## src/sv/rpd_pkg.sv

```systemverilog
package rpd_pkg;

  localparam int unsigned TIME_W = 32;
  localparam int unsigned WIDTH_CFG_W = 16;
  localparam int unsigned LOW_PCT_W = 7;
  localparam int unsigned HIGH_PCT_W = 8;
  localparam int unsigned CFG_ADDR_W = 2;
  localparam int unsigned CFG_DATA_W = 16;
  localparam int unsigned LOW_PROD_W = TIME_W + LOW_PCT_W;
  localparam int unsigned HIGH_PROD_W = TIME_W + HIGH_PCT_W;
  localparam int unsigned SCALED_W = TIME_W + 7;
  localparam int unsigned IN_TDATA_W = 40;
  localparam int unsigned OUT_TDATA_W = 72;

  localparam logic [CFG_ADDR_W-1:0] REG_WIDTH_MIN = 2'd0;
  localparam logic [CFG_ADDR_W-1:0] REG_WIDTH_MAX = 2'd1;
  localparam logic [CFG_ADDR_W-1:0] REG_LOW_PCT = 2'd2;
  localparam logic [CFG_ADDR_W-1:0] REG_HIGH_PCT = 2'd3;

  localparam logic [WIDTH_CFG_W-1:0] WIDTH_MIN_RST = 16'd1097;
  localparam logic [WIDTH_CFG_W-1:0] WIDTH_MAX_RST = 16'd1987;
  localparam logic [LOW_PCT_W-1:0] LOW_PCT_RST = 7'd85;
  localparam logic [HIGH_PCT_W-1:0] HIGH_PCT_RST = 8'd115;

  localparam logic [1:0] STARTUP_EDGES = 2'd3;
  localparam logic [3:0] OUTLIER_RUN = 4'd10;
  localparam logic [SCALED_W-1:0] PCT_SCALE = 39'd100;

  localparam logic CMD_EDGE = 1'b0;
  localparam logic CMD_RESTART = 1'b1;

  typedef struct packed {
    logic [WIDTH_CFG_W-1:0] width_min;
    logic [WIDTH_CFG_W-1:0] width_max;
    logic [LOW_PCT_W-1:0]   period_low_pct;
    logic [HIGH_PCT_W-1:0]  period_high_pct;
  } rpd_cfg_t;

  typedef struct packed {
    logic              command;
    logic              level;
    logic [TIME_W-1:0] time_us;
  } rpd_item_t;

  typedef struct packed {
    logic              started;
    logic              period_outlier;
    logic              width_outlier;
    logic              width_accepted;
    logic              report;
    logic [TIME_W-1:0] width_us;
    logic [TIME_W-1:0] cycle_us;
  } rpd_result_t;

endpackage

```

## src/sv/rpd_cfg_regs.sv

```systemverilog
module rpd_cfg_regs
  import rpd_pkg::*;
(
  input  logic                  clk,
  input  logic                  rst_n,
  input  logic                  cfg_we,
  input  logic [CFG_ADDR_W-1:0] cfg_addr,
  input  logic [CFG_DATA_W-1:0] cfg_wdata,
  output rpd_cfg_t              cfg
);

  rpd_cfg_t cfg_r;

  always_ff @(posedge clk) begin
    if (!rst_n) begin
      cfg_r.width_min <= WIDTH_MIN_RST;
      cfg_r.width_max <= WIDTH_MAX_RST;
      cfg_r.period_low_pct <= LOW_PCT_RST;
      cfg_r.period_high_pct <= HIGH_PCT_RST;
    end else if (cfg_we) begin
      unique case (cfg_addr)
        REG_WIDTH_MIN: cfg_r.width_min <= cfg_wdata;
        REG_WIDTH_MAX: cfg_r.width_max <= cfg_wdata;
        REG_LOW_PCT:   cfg_r.period_low_pct <= cfg_wdata[LOW_PCT_W-1:0];
        REG_HIGH_PCT:  cfg_r.period_high_pct <= cfg_wdata[HIGH_PCT_W-1:0];
        default: ;
      endcase
    end
  end

  assign cfg = cfg_r;

endmodule

```

## src/sv/rpd_decode.sv

```systemverilog
module rpd_decode
  import rpd_pkg::*;
(
  input  logic        clk,
  input  logic        rst_n,
  input  logic        step,
  input  rpd_item_t   item,
  input  rpd_cfg_t    cfg,
  input  logic        out_tready,
  output logic        out_valid,
  output rpd_result_t result
);

  logic [TIME_W-1:0]      width_mark_r, width_mark_nxt;
  logic [TIME_W-1:0]      period_mark_r, period_mark_nxt;
  logic [1:0]             startup_left_r, startup_left_nxt;
  logic [3:0]             outlier_count_r, outlier_count_nxt;
  logic                   rise_bad_r, rise_bad_nxt;
  logic                   fall_bad_r, fall_bad_nxt;
  logic [LOW_PROD_W-1:0]  low_prod_r, low_prod_nxt;
  logic [HIGH_PROD_W-1:0] high_prod_r, high_prod_nxt;
  logic [TIME_W-1:0]      accepted_width_r, accepted_width_nxt;
  logic [TIME_W-1:0]      last_cycle_r, last_cycle_nxt;
  logic                   accepted_r, accepted_nxt;
  logic                   report_r, report_nxt;
  logic                   out_valid_r;

  logic [TIME_W-1:0]   period;
  logic [TIME_W-1:0]   high_time;
  logic [SCALED_W-1:0] period_x100;
  logic [SCALED_W-1:0] period_p1_x100;
  logic                running;
  logic                low_bad;
  logic                high_bad;
  logic                width_ok;

  assign period = item.time_us - period_mark_r;
  assign high_time = item.time_us - width_mark_r;
  assign running = (startup_left_r == 2'd0);

  // window test on the unscaled products: p < floor(x/100) iff 100*(p+1) <= x
  assign period_x100 = SCALED_W'(period) * PCT_SCALE;
  assign period_p1_x100 = period_x100 + PCT_SCALE;
  assign low_bad = (period_p1_x100 <= SCALED_W'(low_prod_r)) && (period != '1);
  assign high_bad = high_prod_r < HIGH_PROD_W'(period_x100);
  assign width_ok = (high_time >= TIME_W'(cfg.width_min)) &&
                    (high_time <= TIME_W'(cfg.width_max));

  always_comb begin
    width_mark_nxt = width_mark_r;
    period_mark_nxt = period_mark_r;
    startup_left_nxt = startup_left_r;
    outlier_count_nxt = outlier_count_r;
    rise_bad_nxt = rise_bad_r;
    fall_bad_nxt = fall_bad_r;
    low_prod_nxt = low_prod_r;
    high_prod_nxt = high_prod_r;
    accepted_width_nxt = accepted_width_r;
    last_cycle_nxt = last_cycle_r;
    accepted_nxt = 1'b0;
    report_nxt = 1'b0;
    priority if (item.command == CMD_RESTART) begin
      startup_left_nxt = STARTUP_EDGES;
      width_mark_nxt = item.time_us;
      period_mark_nxt = item.time_us;
      rise_bad_nxt = 1'b0;
      outlier_count_nxt = 4'd0;
    end else if (item.level) begin
      if (!running) begin
        last_cycle_nxt = high_time;
        width_mark_nxt = item.time_us;
        period_mark_nxt = item.time_us;
        low_prod_nxt = LOW_PROD_W'(period) * LOW_PROD_W'(cfg.period_low_pct);
        high_prod_nxt = HIGH_PROD_W'(period) * HIGH_PROD_W'(cfg.period_high_pct);
      end else if (low_bad || high_bad) begin
        rise_bad_nxt = 1'b1;
        if (outlier_count_r == 4'd0) begin
          outlier_count_nxt = OUTLIER_RUN;
        end else begin
          outlier_count_nxt = outlier_count_r - 4'd1;
          if (outlier_count_r == 4'd1) begin
            period_mark_nxt = item.time_us;
          end
        end
      end else begin
        rise_bad_nxt = 1'b0;
        outlier_count_nxt = 4'd0;
        last_cycle_nxt = high_time;
        width_mark_nxt = item.time_us;
        period_mark_nxt = item.time_us;
      end
    end else begin
      if (!running) begin
        startup_left_nxt = startup_left_r - 2'd1;
      end else if (!rise_bad_r) begin
        report_nxt = 1'b1;
        if (width_ok) begin
          accepted_width_nxt = high_time;
          fall_bad_nxt = 1'b0;
          accepted_nxt = 1'b1;
        end else begin
          fall_bad_nxt = 1'b1;
        end
      end
    end
  end

  always_ff @(posedge clk) begin
    if (!rst_n) begin
      width_mark_r <= '0;
      period_mark_r <= '0;
      startup_left_r <= STARTUP_EDGES;
      outlier_count_r <= 4'd0;
      rise_bad_r <= 1'b0;
      fall_bad_r <= 1'b0;
      accepted_width_r <= '0;
      last_cycle_r <= '0;
      accepted_r <= 1'b0;
      report_r <= 1'b0;
      out_valid_r <= 1'b0;
    end else begin
      if (step) begin
        width_mark_r <= width_mark_nxt;
        period_mark_r <= period_mark_nxt;
        startup_left_r <= startup_left_nxt;
        outlier_count_r <= outlier_count_nxt;
        rise_bad_r <= rise_bad_nxt;
        fall_bad_r <= fall_bad_nxt;
        accepted_width_r <= accepted_width_nxt;
        last_cycle_r <= last_cycle_nxt;
        accepted_r <= accepted_nxt;
        report_r <= report_nxt;
        out_valid_r <= 1'b1;
      end else if (out_tready) begin
        out_valid_r <= 1'b0;
      end
    end
  end

  // learned window products, meaningless until the first startup rise
  always_ff @(posedge clk) begin
    if (step) begin
      low_prod_r <= low_prod_nxt;
      high_prod_r <= high_prod_nxt;
    end
  end

  assign out_valid = out_valid_r;
  assign result.started = (startup_left_r == 2'd0);
  assign result.period_outlier = rise_bad_r;
  assign result.width_outlier = fall_bad_r;
  assign result.width_accepted = accepted_r;
  assign result.report = report_r;
  assign result.width_us = accepted_width_r;
  assign result.cycle_us = last_cycle_r;

  a_step_gives_result: assert property (@(posedge clk) disable iff (!rst_n)
    step |=> out_valid_r)
    else $error("transaction processed without a result");

  a_report_when_running: assert property (@(posedge clk) disable iff (!rst_n)
    report_r |-> (startup_left_r == 2'd0))
    else $error("width checked while starting");

  a_accept_needs_report: assert property (@(posedge clk) disable iff (!rst_n)
    accepted_r |-> report_r)
    else $error("width accepted without a check");

  a_count_only_after_outlier: assert property (@(posedge clk) disable iff (!rst_n)
    (outlier_count_r != 4'd0) |-> (rise_bad_r && (outlier_count_r <= OUTLIER_RUN)))
    else $error("outlier counter out of step with rise flag");

endmodule

```

## src/sv/rc_pwm_pulse_decoder.sv

```systemverilog
// RC servo PWM decoder fed with timestamped pin edges, one transaction in and one result
// out per event. An input transaction carries the pin level after the edge and its 32-bit
// microsecond timestamp, or a restart command on in_tuser. While starting, each rising edge
// learns the period window from the rise-to-rise time; after three startup falling edges
// each rising edge is checked against that window and each falling edge after a good rise
// checks the high time against width_min..width_max. The block takes one transaction every
// clock cycle as long as its results are taken. The input register loads a transaction when
// it is accepted; the decode logic then updates the channel state and loads the result
// register, which drives out_tvalid, once the result output is free. A stalled result holds
// the decode stage, and the input register then absorbs one more transaction.
module rc_pwm_pulse_decoder
  import rpd_pkg::*;
(
  input  logic                   clk,
  input  logic                   rst_n,
  input  logic                   in_tvalid,
  output logic                   in_tready,
  input  logic [IN_TDATA_W-1:0]  in_tdata,   // level, time_us, zero fill
  input  logic                   in_tuser,   // command
  output logic                   out_tvalid,
  input  logic                   out_tready,
  // started, period_outlier, width_outlier, width_accepted, report, width_us, cycle_us,
  // zero fill
  output logic [OUT_TDATA_W-1:0] out_tdata,
  input  logic                   cfg_we,
  input  logic [CFG_ADDR_W-1:0]  cfg_addr,
  input  logic [CFG_DATA_W-1:0]  cfg_wdata
);

  rpd_cfg_t    cfg;
  rpd_item_t   item_r;
  rpd_result_t result;
  logic        item_valid_r;
  logic        out_free;
  logic        step;
  logic        in_take;

  assign out_free = !out_tvalid || out_tready;
  assign step = item_valid_r && out_free;
  assign in_tready = !item_valid_r || out_free;
  assign in_take = in_tvalid && in_tready;

  always_ff @(posedge clk) begin
    if (!rst_n) begin
      item_valid_r <= 1'b0;
    end else if (in_take) begin
      item_valid_r <= 1'b1;
    end else if (step) begin
      item_valid_r <= 1'b0;
    end
  end

  always_ff @(posedge clk) begin
    if (in_take) begin
      item_r.command <= in_tuser;
      item_r.level <= in_tdata[0];
      item_r.time_us <= in_tdata[TIME_W:1];
    end
  end

  rpd_cfg_regs u_cfg (
    .clk       (clk),
    .rst_n     (rst_n),
    .cfg_we    (cfg_we),
    .cfg_addr  (cfg_addr),
    .cfg_wdata (cfg_wdata),
    .cfg       (cfg)
  );

  rpd_decode u_decode (
    .clk        (clk),
    .rst_n      (rst_n),
    .step       (step),
    .item       (item_r),
    .cfg        (cfg),
    .out_tready (out_tready),
    .out_valid  (out_tvalid),
    .result     (result)
  );

  assign out_tdata = {3'b000, result.cycle_us, result.width_us, result.report,
                      result.width_accepted, result.width_outlier,
                      result.period_outlier, result.started};

endmodule
```

## config.mk

```make
export PLATFORM = sky130hd
export DESIGN_NAME = rc_pwm_pulse_decoder
export DESIGN_NICKNAME = d
export VERILOG_FILES = /design/src/sv/rpd_pkg.sv /design/src/sv/rpd_cfg_regs.sv /design/src/sv/rpd_decode.sv /design/src/sv/rc_pwm_pulse_decoder.sv
export SDC_FILE = /design/constraint.sdc
export NUM_CORES = 2
export LEC_CHECK = 0
export CELL_PAD_IN_SITES_DETAIL_PLACEMENT = 1
export CELL_PAD_IN_SITES_GLOBAL_PLACEMENT = 2
export CORE_MARGIN = 1
export CORE_UTILIZATION = 46
export CTS_BUF_LIST = sky130_fd_sc_hd__clkbuf_8
export CTS_CLUSTER_DIAMETER = 120
export DETAILED_ROUTE_END_ITERATION = 12
export DONT_BUFFER_PORTS = 1
export PLACE_DENSITY = 0.95
export SYNTH_ARGS = -nofsm -noshare
export SYNTH_HDL_FRONTEND = slang
export SYNTH_HIERARCHICAL = 1
export SYNTH_SLANG_ARGS = --single-unit
```

## constraint.sdc

```tcl
create_clock -name clk -period 18.01 [get_ports clk]
set_clock_uncertainty 0.05 [all_clocks]
set_input_delay 0.9005 -clock clk [delete_from_list [all_inputs] [get_ports clk]]
set_output_delay 0.9005 -clock clk [all_outputs]
set_load 0.01 [all_outputs]
```

# --- Yosys cells after proc, flatten, opt, wreduce, memory -nomap -nowiden ---
# Index checks and enable logic that the tools add are counted.
# Widths: inputs -> output; s select.
totals:
  ff_bits: 300
  input_bits: 64
  output_inout_bits: 74
  word_cells: 114
classes:
  addsub: 5
  multipliers: 3
  magnitude_cmp: 4
  eq_ne: 11
  mux: 38
  n_bitwise: 4
  reduce_logical: 28
ops:
  columns: ["operator", "count"]
  rows:
  - ["$mux 32", 12]
  - ["$sub 32x32->32", 2]
  - ["$lt 40x39->1", 1]
  - ["$mul 32x8->40", 1]
  - ["$add 39x7->39 const B", 1]
  - ["$le 39x39->1", 1]
  - ["$mul 32x7->39", 1]
  - ["$mul 32x5->37 const B", 1]
  - ["$ge 32x16->1", 1]
  - ["$le 32x16->1", 1]
  - ["$ne 32x32->1 const B", 1]
  - ["$mux 4", 5]
  - ["$mux 1", 18]
  - ["$reduce_and 4->1", 3]
  - ["$reduce_and 3->1", 3]
  - ["$ne 4x4->1 const B", 2]
  - ["$reduce_and 2->1", 4]
  - ["$reduce_bool 2->1", 4]
  - ["$mux 2", 3]
  - ["$reduce_and 6->1", 1]
  - ["$reduce_and 5->1", 1]
  - ["$eq 2x2->1 const B", 2]
  - ["$eq 4x1->1 const B", 1]
  - ["$logic_and 1x1->1", 4]
  - ["11 further kinds", 19]

# --- Longest topological paths before layout ---
depth:
  depth_word: 10
  depth_mapped: 43
  depth_no_buf: 40

# --- Modules after synthesis ---
# Netlist, hierarchy kept.
by_module_without_submodules:
  columns: ["mod", "n_inst", "cells_per_inst", "area_each_um2"]
  rows:
  - ["rpd_decode", 1, 3712, 32194.6]
  - ["rpd_cfg_regs", 1, 186, 1891.8]
  - ["rc_pwm_pulse_decoder", 1, 45, 1122.3]

# --- Least setup slack after synthesis ---
# No wires, ideal clock.
synth_path:
  path_type: "reg2reg"
  startpoint: "register item_r[0] in the netlist's numbering"
  endpoint: "register u_decode.last_cycle_r[10]"
  t_arrival_ns: 8.790
  required_ns: 17.844
  path_slack_ns: 9.054
  stages_incl_launch_ff: 42
  synth_period_minus_slack_ns: 8.956
  path_cell_list: "edfxtp_1 -> inv_1 -> ha_1 -> inv_1 -> fa_1 -> a211oi_2 -> o211ai_1 -> a41oi_2 -> nor2b_1 -> o21a_1 -> o21a_1 -> o21a_1 -> o41ai_1 -> xnor2_1 -> clkbuf_1 -> ha_1 -> ha_1 -> inv_1 -> (+6 left out) -> a221o_1 -> nor2_1 -> a21oi_1 -> xor2_1 -> nand4_1 -> nor4_2 -> nand3_1 -> xnor2_1 -> ha_1 -> nand4_1 -> nor2_1 -> nand3_1 -> o211ai_1 -> o211ai_1 -> a21oi_1 -> buf_2 -> mux2i_1 -> nor2b_1"
synth_via:
  elab_chain_len: 8
synth_rtl:
  columns: ["element", "line", "text"]
  rows:
  - ["from (decl)", "rc_pwm_pulse_decoder.sv:31", "rpd_item_t item_r;"]
  - ["$sub 32x32->32", "rpd_decode.sv:37", "assign period = item.time_us - period_mark_r;"]
  - ["$mul 32x5->37", "rpd_decode.sv:42", "assign period_x100 = SCALED_W'(period) * PCT_SCALE;"]
  - ["$add 39x7->39", "rpd_decode.sv:43", "assign period_p1_x100 = period_x100 + PCT_SCALE;"]
  - ["$le 39x39->1", "rpd_decode.sv:44", "assign low_bad = (period_p1_x100 <= SCALED_W'(low_prod_r)) && (period != '1);"]
  - ["$logic_and 1x1->1", "rpd_decode.sv:44", null]
  - ["$logic_or 1x1->1", "rpd_decode.sv:75", "end else if (low_bad || high_bad) begin"]
  - ["$ne 2x2->1 (no source line)", null, null]
  - ["$reduce_and 4->1 (no source line)", null, null]
  - ["to (signal assigned)", "rpd_decode.sv:130", "last_cycle_r <= last_cycle_nxt;"]
  - ["to (decl)", "rpd_decode.sv:23", "logic [TIME_W-1:0] last_cycle_r, last_cycle_nxt;"]
# Several ways; a longest one is shown, not always the timed one. The select of a mux whose other input is x is not followed.
# A chain may end at the register's enable or synchronous reset.

# --- Worst setup path after layout ---
layout_path:
  startpoint: "register item_r[0] in the netlist's numbering"
  endpoint: "register u_decode.last_cycle_r[17]"
# The elaborated chain is that of the path after synthesis.

==> impl_metrics.json <==
{
  "synth-async-reset-ratio": 0,
  "wl_met3_um": 3830,
  "wire_per_inst_um": 19.2,
  "std_cell_rows": 101,
  "mostFrequentLayoutCells": "inv_1, nand2_1, ha_1",
  "timing.max_cap.violations": 0,
  "clock_insertion_delay_worst_skew_ns": 0.68,
  "syn_avg_cell_area_um2": 8.93,
  "endpoint_with_the_worst_hold_slack": "item_r[1]",
  "max_slew_vio_count": 0,
  "post-dp-hpwl_um": 73100,
  "path_common_cell": "ha_1",
  "cts.hold.buffers_added": 0,
  "remaining_drc_errors": 0,
  "fmax_mhz": 90.9,
  "route.top_layer_used": "met4",
  "floorplan.initialDensity": 0.464,
  "worstReg2RegEnd": "u_decode/last_cycle_r[17]",
  "post_cts_resize_count": 0,
  "floorplan.io_pins": 138,
  "cts_setup_buffers": 0,
  "timing.rr.start": "item_r[0]",
  "worst_r2r_path_depth": 42,
  "grt_setup_unrepaired": "false",
  "slowest_stage": "o41ai_1",
  "timing.hold.worst_path_depth": 0,
  "synth_cells": 3943,
  "cts_max_level": 2,
  "yosys_register_bits": 298,
  "cts.reportedPaths.clkPinSlew_ns": 0.07,
  "edff_count_synth": 111,
  "ys.flop_type": "dfxtp_1",
  "clock_sinks": 298,
  "layout.cells.most_common": "inv_1",
  "final-setup-viol-count": 0,
  "criticalPathCategory": "register to register",
  "dr_wl_met2_um": 47300,
  "cts_max_path_buffers": 3,
  "worstSetupEndpointType": "register",
  "dr_total_vias": 27300,
  "hp-class": "input port to register",
  "cp_data_arrival_time_ns": 11.51,
  "placeableCoreArea_um2": 75800,
  "cp-start-kind": "register",
  "layout.filler_cells": 8772,
  "wl_met1_um": 40700,
  "final_layout_size_suffix_gt1_frac": 0.0510,
  "grt_usage": 0.247,
  "flow.area_growth_from_synthesis_pct": 6.30,
  "cts_buffers": 50,
  "relSlewSlack": 0.268,
  "synth_area_um2": 35200,
  "area_of_the_die_um2": 77700,
  "grt_start_max_net_pins": 256,
  "post_synthesis_sequential_area_ratio": 0.201,
  "post_synth_num_cell_types": 96,
  "worst-slew-pin-transition_ns": 1.10,
  "total_detailed_routing_wirelength_um": 94300,
  "fin_crit_sh": 0.611,
  "globalRoute.totalOverflow": 0,
  "run_status": "finished clean",
  "die_w_um": 279,
  "drtIter0Drc": 941,
  "first_global_vias": 30700,
  "cts_tree": "built",
  "synth.yosys.warnings": 6,
  "design.final.nets": 4708,
  "worst_hold_launch": "in_tdata[2]",
  "critical_path_peak_fanout": 33,
  "period_needed_ns": 11.00,
  "detailedRoute.firstPassIterationCount": 5,
  "rrSetupSlack_ns": 7.01,
  "numPortBuffers": 0,
  "cts_root_buf": "clkbuf_8",
  "wire_length_of_the_first_global_routing_pass_um": 155000,
  "gpl.final_weighted_congestion": 0.846,
  "avgViaCountPerCell": 5.55,
  "required_ns": 18.51,
  "initial_antenna_violation_count": 1,
  "critical_path.max_stage_delay_ns": 0.66,
  "chipHeight_um": 279,
  "final_report_hold_violation_count": 0,
  "fin_tns_setup_ns": 0,
  "ant_nets": 0
}
logic make-up (layout without fill, tap and decap cells):
group | count (synthesis) | after routing | share of synthesized area
buf+inv | 728 | 723 | 0.0802
xor+xnor | 177 | 177 | 0.0445
flops | 298 | 298 | 0.201
mux | 123 | 123 | 0.0350
fa+ha+maj | 746 | 746 | 0.341
simple gates | 1230 | 1230 | 0.177
other cells | 1 | 4 | 0.000107
compound gates | 640 | 640 | 0.121
synthesized netlist by cell type, types with 6 or more instances:
library cell / number / share of area
clkbuf_1: 117 / 0.012
o21ai_1: 7 / 0.00099
a211o_1: 9 / 0.0022
nand3_1: 74 / 0.011
nand4_1: 54 / 0.0096
nand3b_1: 6 / 0.0013
a31oi_1: 13 / 0.0023
buf_4: 10 / 0.0021
o211ai_1: 24 / 0.0051
nor4_1: 12 / 0.0021
nor2_1: 116 / 0.012
and3b_1: 21 / 0.0052
edfxtp_1: 111 / 0.095
dfxtp_1: 187 / 0.11
a21oi_1: 166 / 0.024
xor2_1: 55 / 0.014
and3_1: 19 / 0.0034
nor2b_1: 126 / 0.022
o21ai_0: 119 / 0.017
a211oi_1: 28 / 0.0060
mux2i_1: 123 / 0.035
and4_1: 8 / 0.0020
o21a_1: 43 / 0.0092
o21bai_1: 25 / 0.0053
a21boi_0: 6 / 0.0013
nand4b_1: 10 / 0.0025
nand2b_1: 17 / 0.0030
o2111ai_1: 8 / 0.0020
ha_1: 388 / 0.14
buf_2: 25 / 0.0036
nand2_1: 525 / 0.056
a2111oi_0: 7 / 0.0017
a21o_1: 104 / 0.022
fa_1: 358 / 0.20
nor3b_1: 7 / 0.0015
and2_1: 157 / 0.028
nor3_1: 31 / 0.0044
o31ai_1: 12 / 0.0026
or3_1: 12 / 0.0021
xnor2_1: 120 / 0.030
inv_1: 570 / 0.061
metal layers:
metal	up-vias	track usage
met5	-	0
met2	486	0.448
met1	13700	0.302
met3	148	0.0313
met4	0	0.0764
li1	13000	-
critical path, delay by kind of cell (launching register included):
family,cells,cell delay [ns]
xor gates and xnor gates,3,0.76
DFF,1,0.42
and+or+nand+nor,13,3.07
adders and majority gates,7,2.41
AOI/OAI and AO/OA,11,2.82
buffers and inverters,7,1.11
muxes,1,0.19
how the worst max path moves through the flow:
| stage | slack [ns] | cells after the start | startpoint | endpoint |
|---|---|---|---|---|
| 5_1_grt | 6.51 | 42 | item_r[0] | u_decode/period_mark_r[10] |
| 3_3_place_gp | 7.33 | 42 | item_r[0] | u_decode/last_cycle_r[25] |
| 2_1_floorplan | 9.05 | 41 | item_r[0] | u_decode/last_cycle_r[10] |
| 3_5_place_dp | 7.07 | 42 | item_r[0] | u_decode/last_cycle_r[17] |
| 4_1_cts | 7.02 | 42 | item_r[0] | u_decode/last_cycle_r[17] |
| 6_report | 7.01 | 42 | item_r[0] | u_decode/last_cycle_r[17] |
state kept, by name, summed over array words and instances, names as in the netlist, 2 cells and up:
name,flops
u_decode/high_prod_r,38
u_decode/period_mark_r,32
u_decode/low_prod_r,39
u_cfg/cfg,47
u_decode/accepted_width_r,32
u_decode/last_cycle_r,32
item_r,34
u_decode/startup_left_r,2
u_decode/width_mark_r,32
u_decode/outlier_count_r,4
through the flow:
step	cell area [um2]	utilization	hold slack, ns	instances	worst slack, ns
2_1_floorplan	35200	-	0.385	3945	9.05
5_1_grt	37400	0.494	0.223	4919	6.51
4_1_cts	37400	0.494	0.202	4918	7.02
3_5_place_dp	36300	0.479	0.398	4824	7.07
6_report	37400	0.494	0.259	4919	7.01
3_3_place_gp	36300	0.479	0.393	4824	7.33
final cells by class:
type | count | area, um2 | area share
tap | 978 | 1220 | 0.0327
timing repair buffer | 59 | 443 | 0.0118
sequential | 298 | 7080 | 0.189
clock buffer | 60 | 826 | 0.0221
multi-input combinational | 2919 | 25400 | 0.679
clock inverter | 34 | 285 | 0.00762
inverter | 570 | 2140 | 0.0572
antenna | 1 | 2.50 | 0.0000669
Power is not shown: default switching activity piles up to over one toggle a cycle in this logic, so the estimate is an artifact.
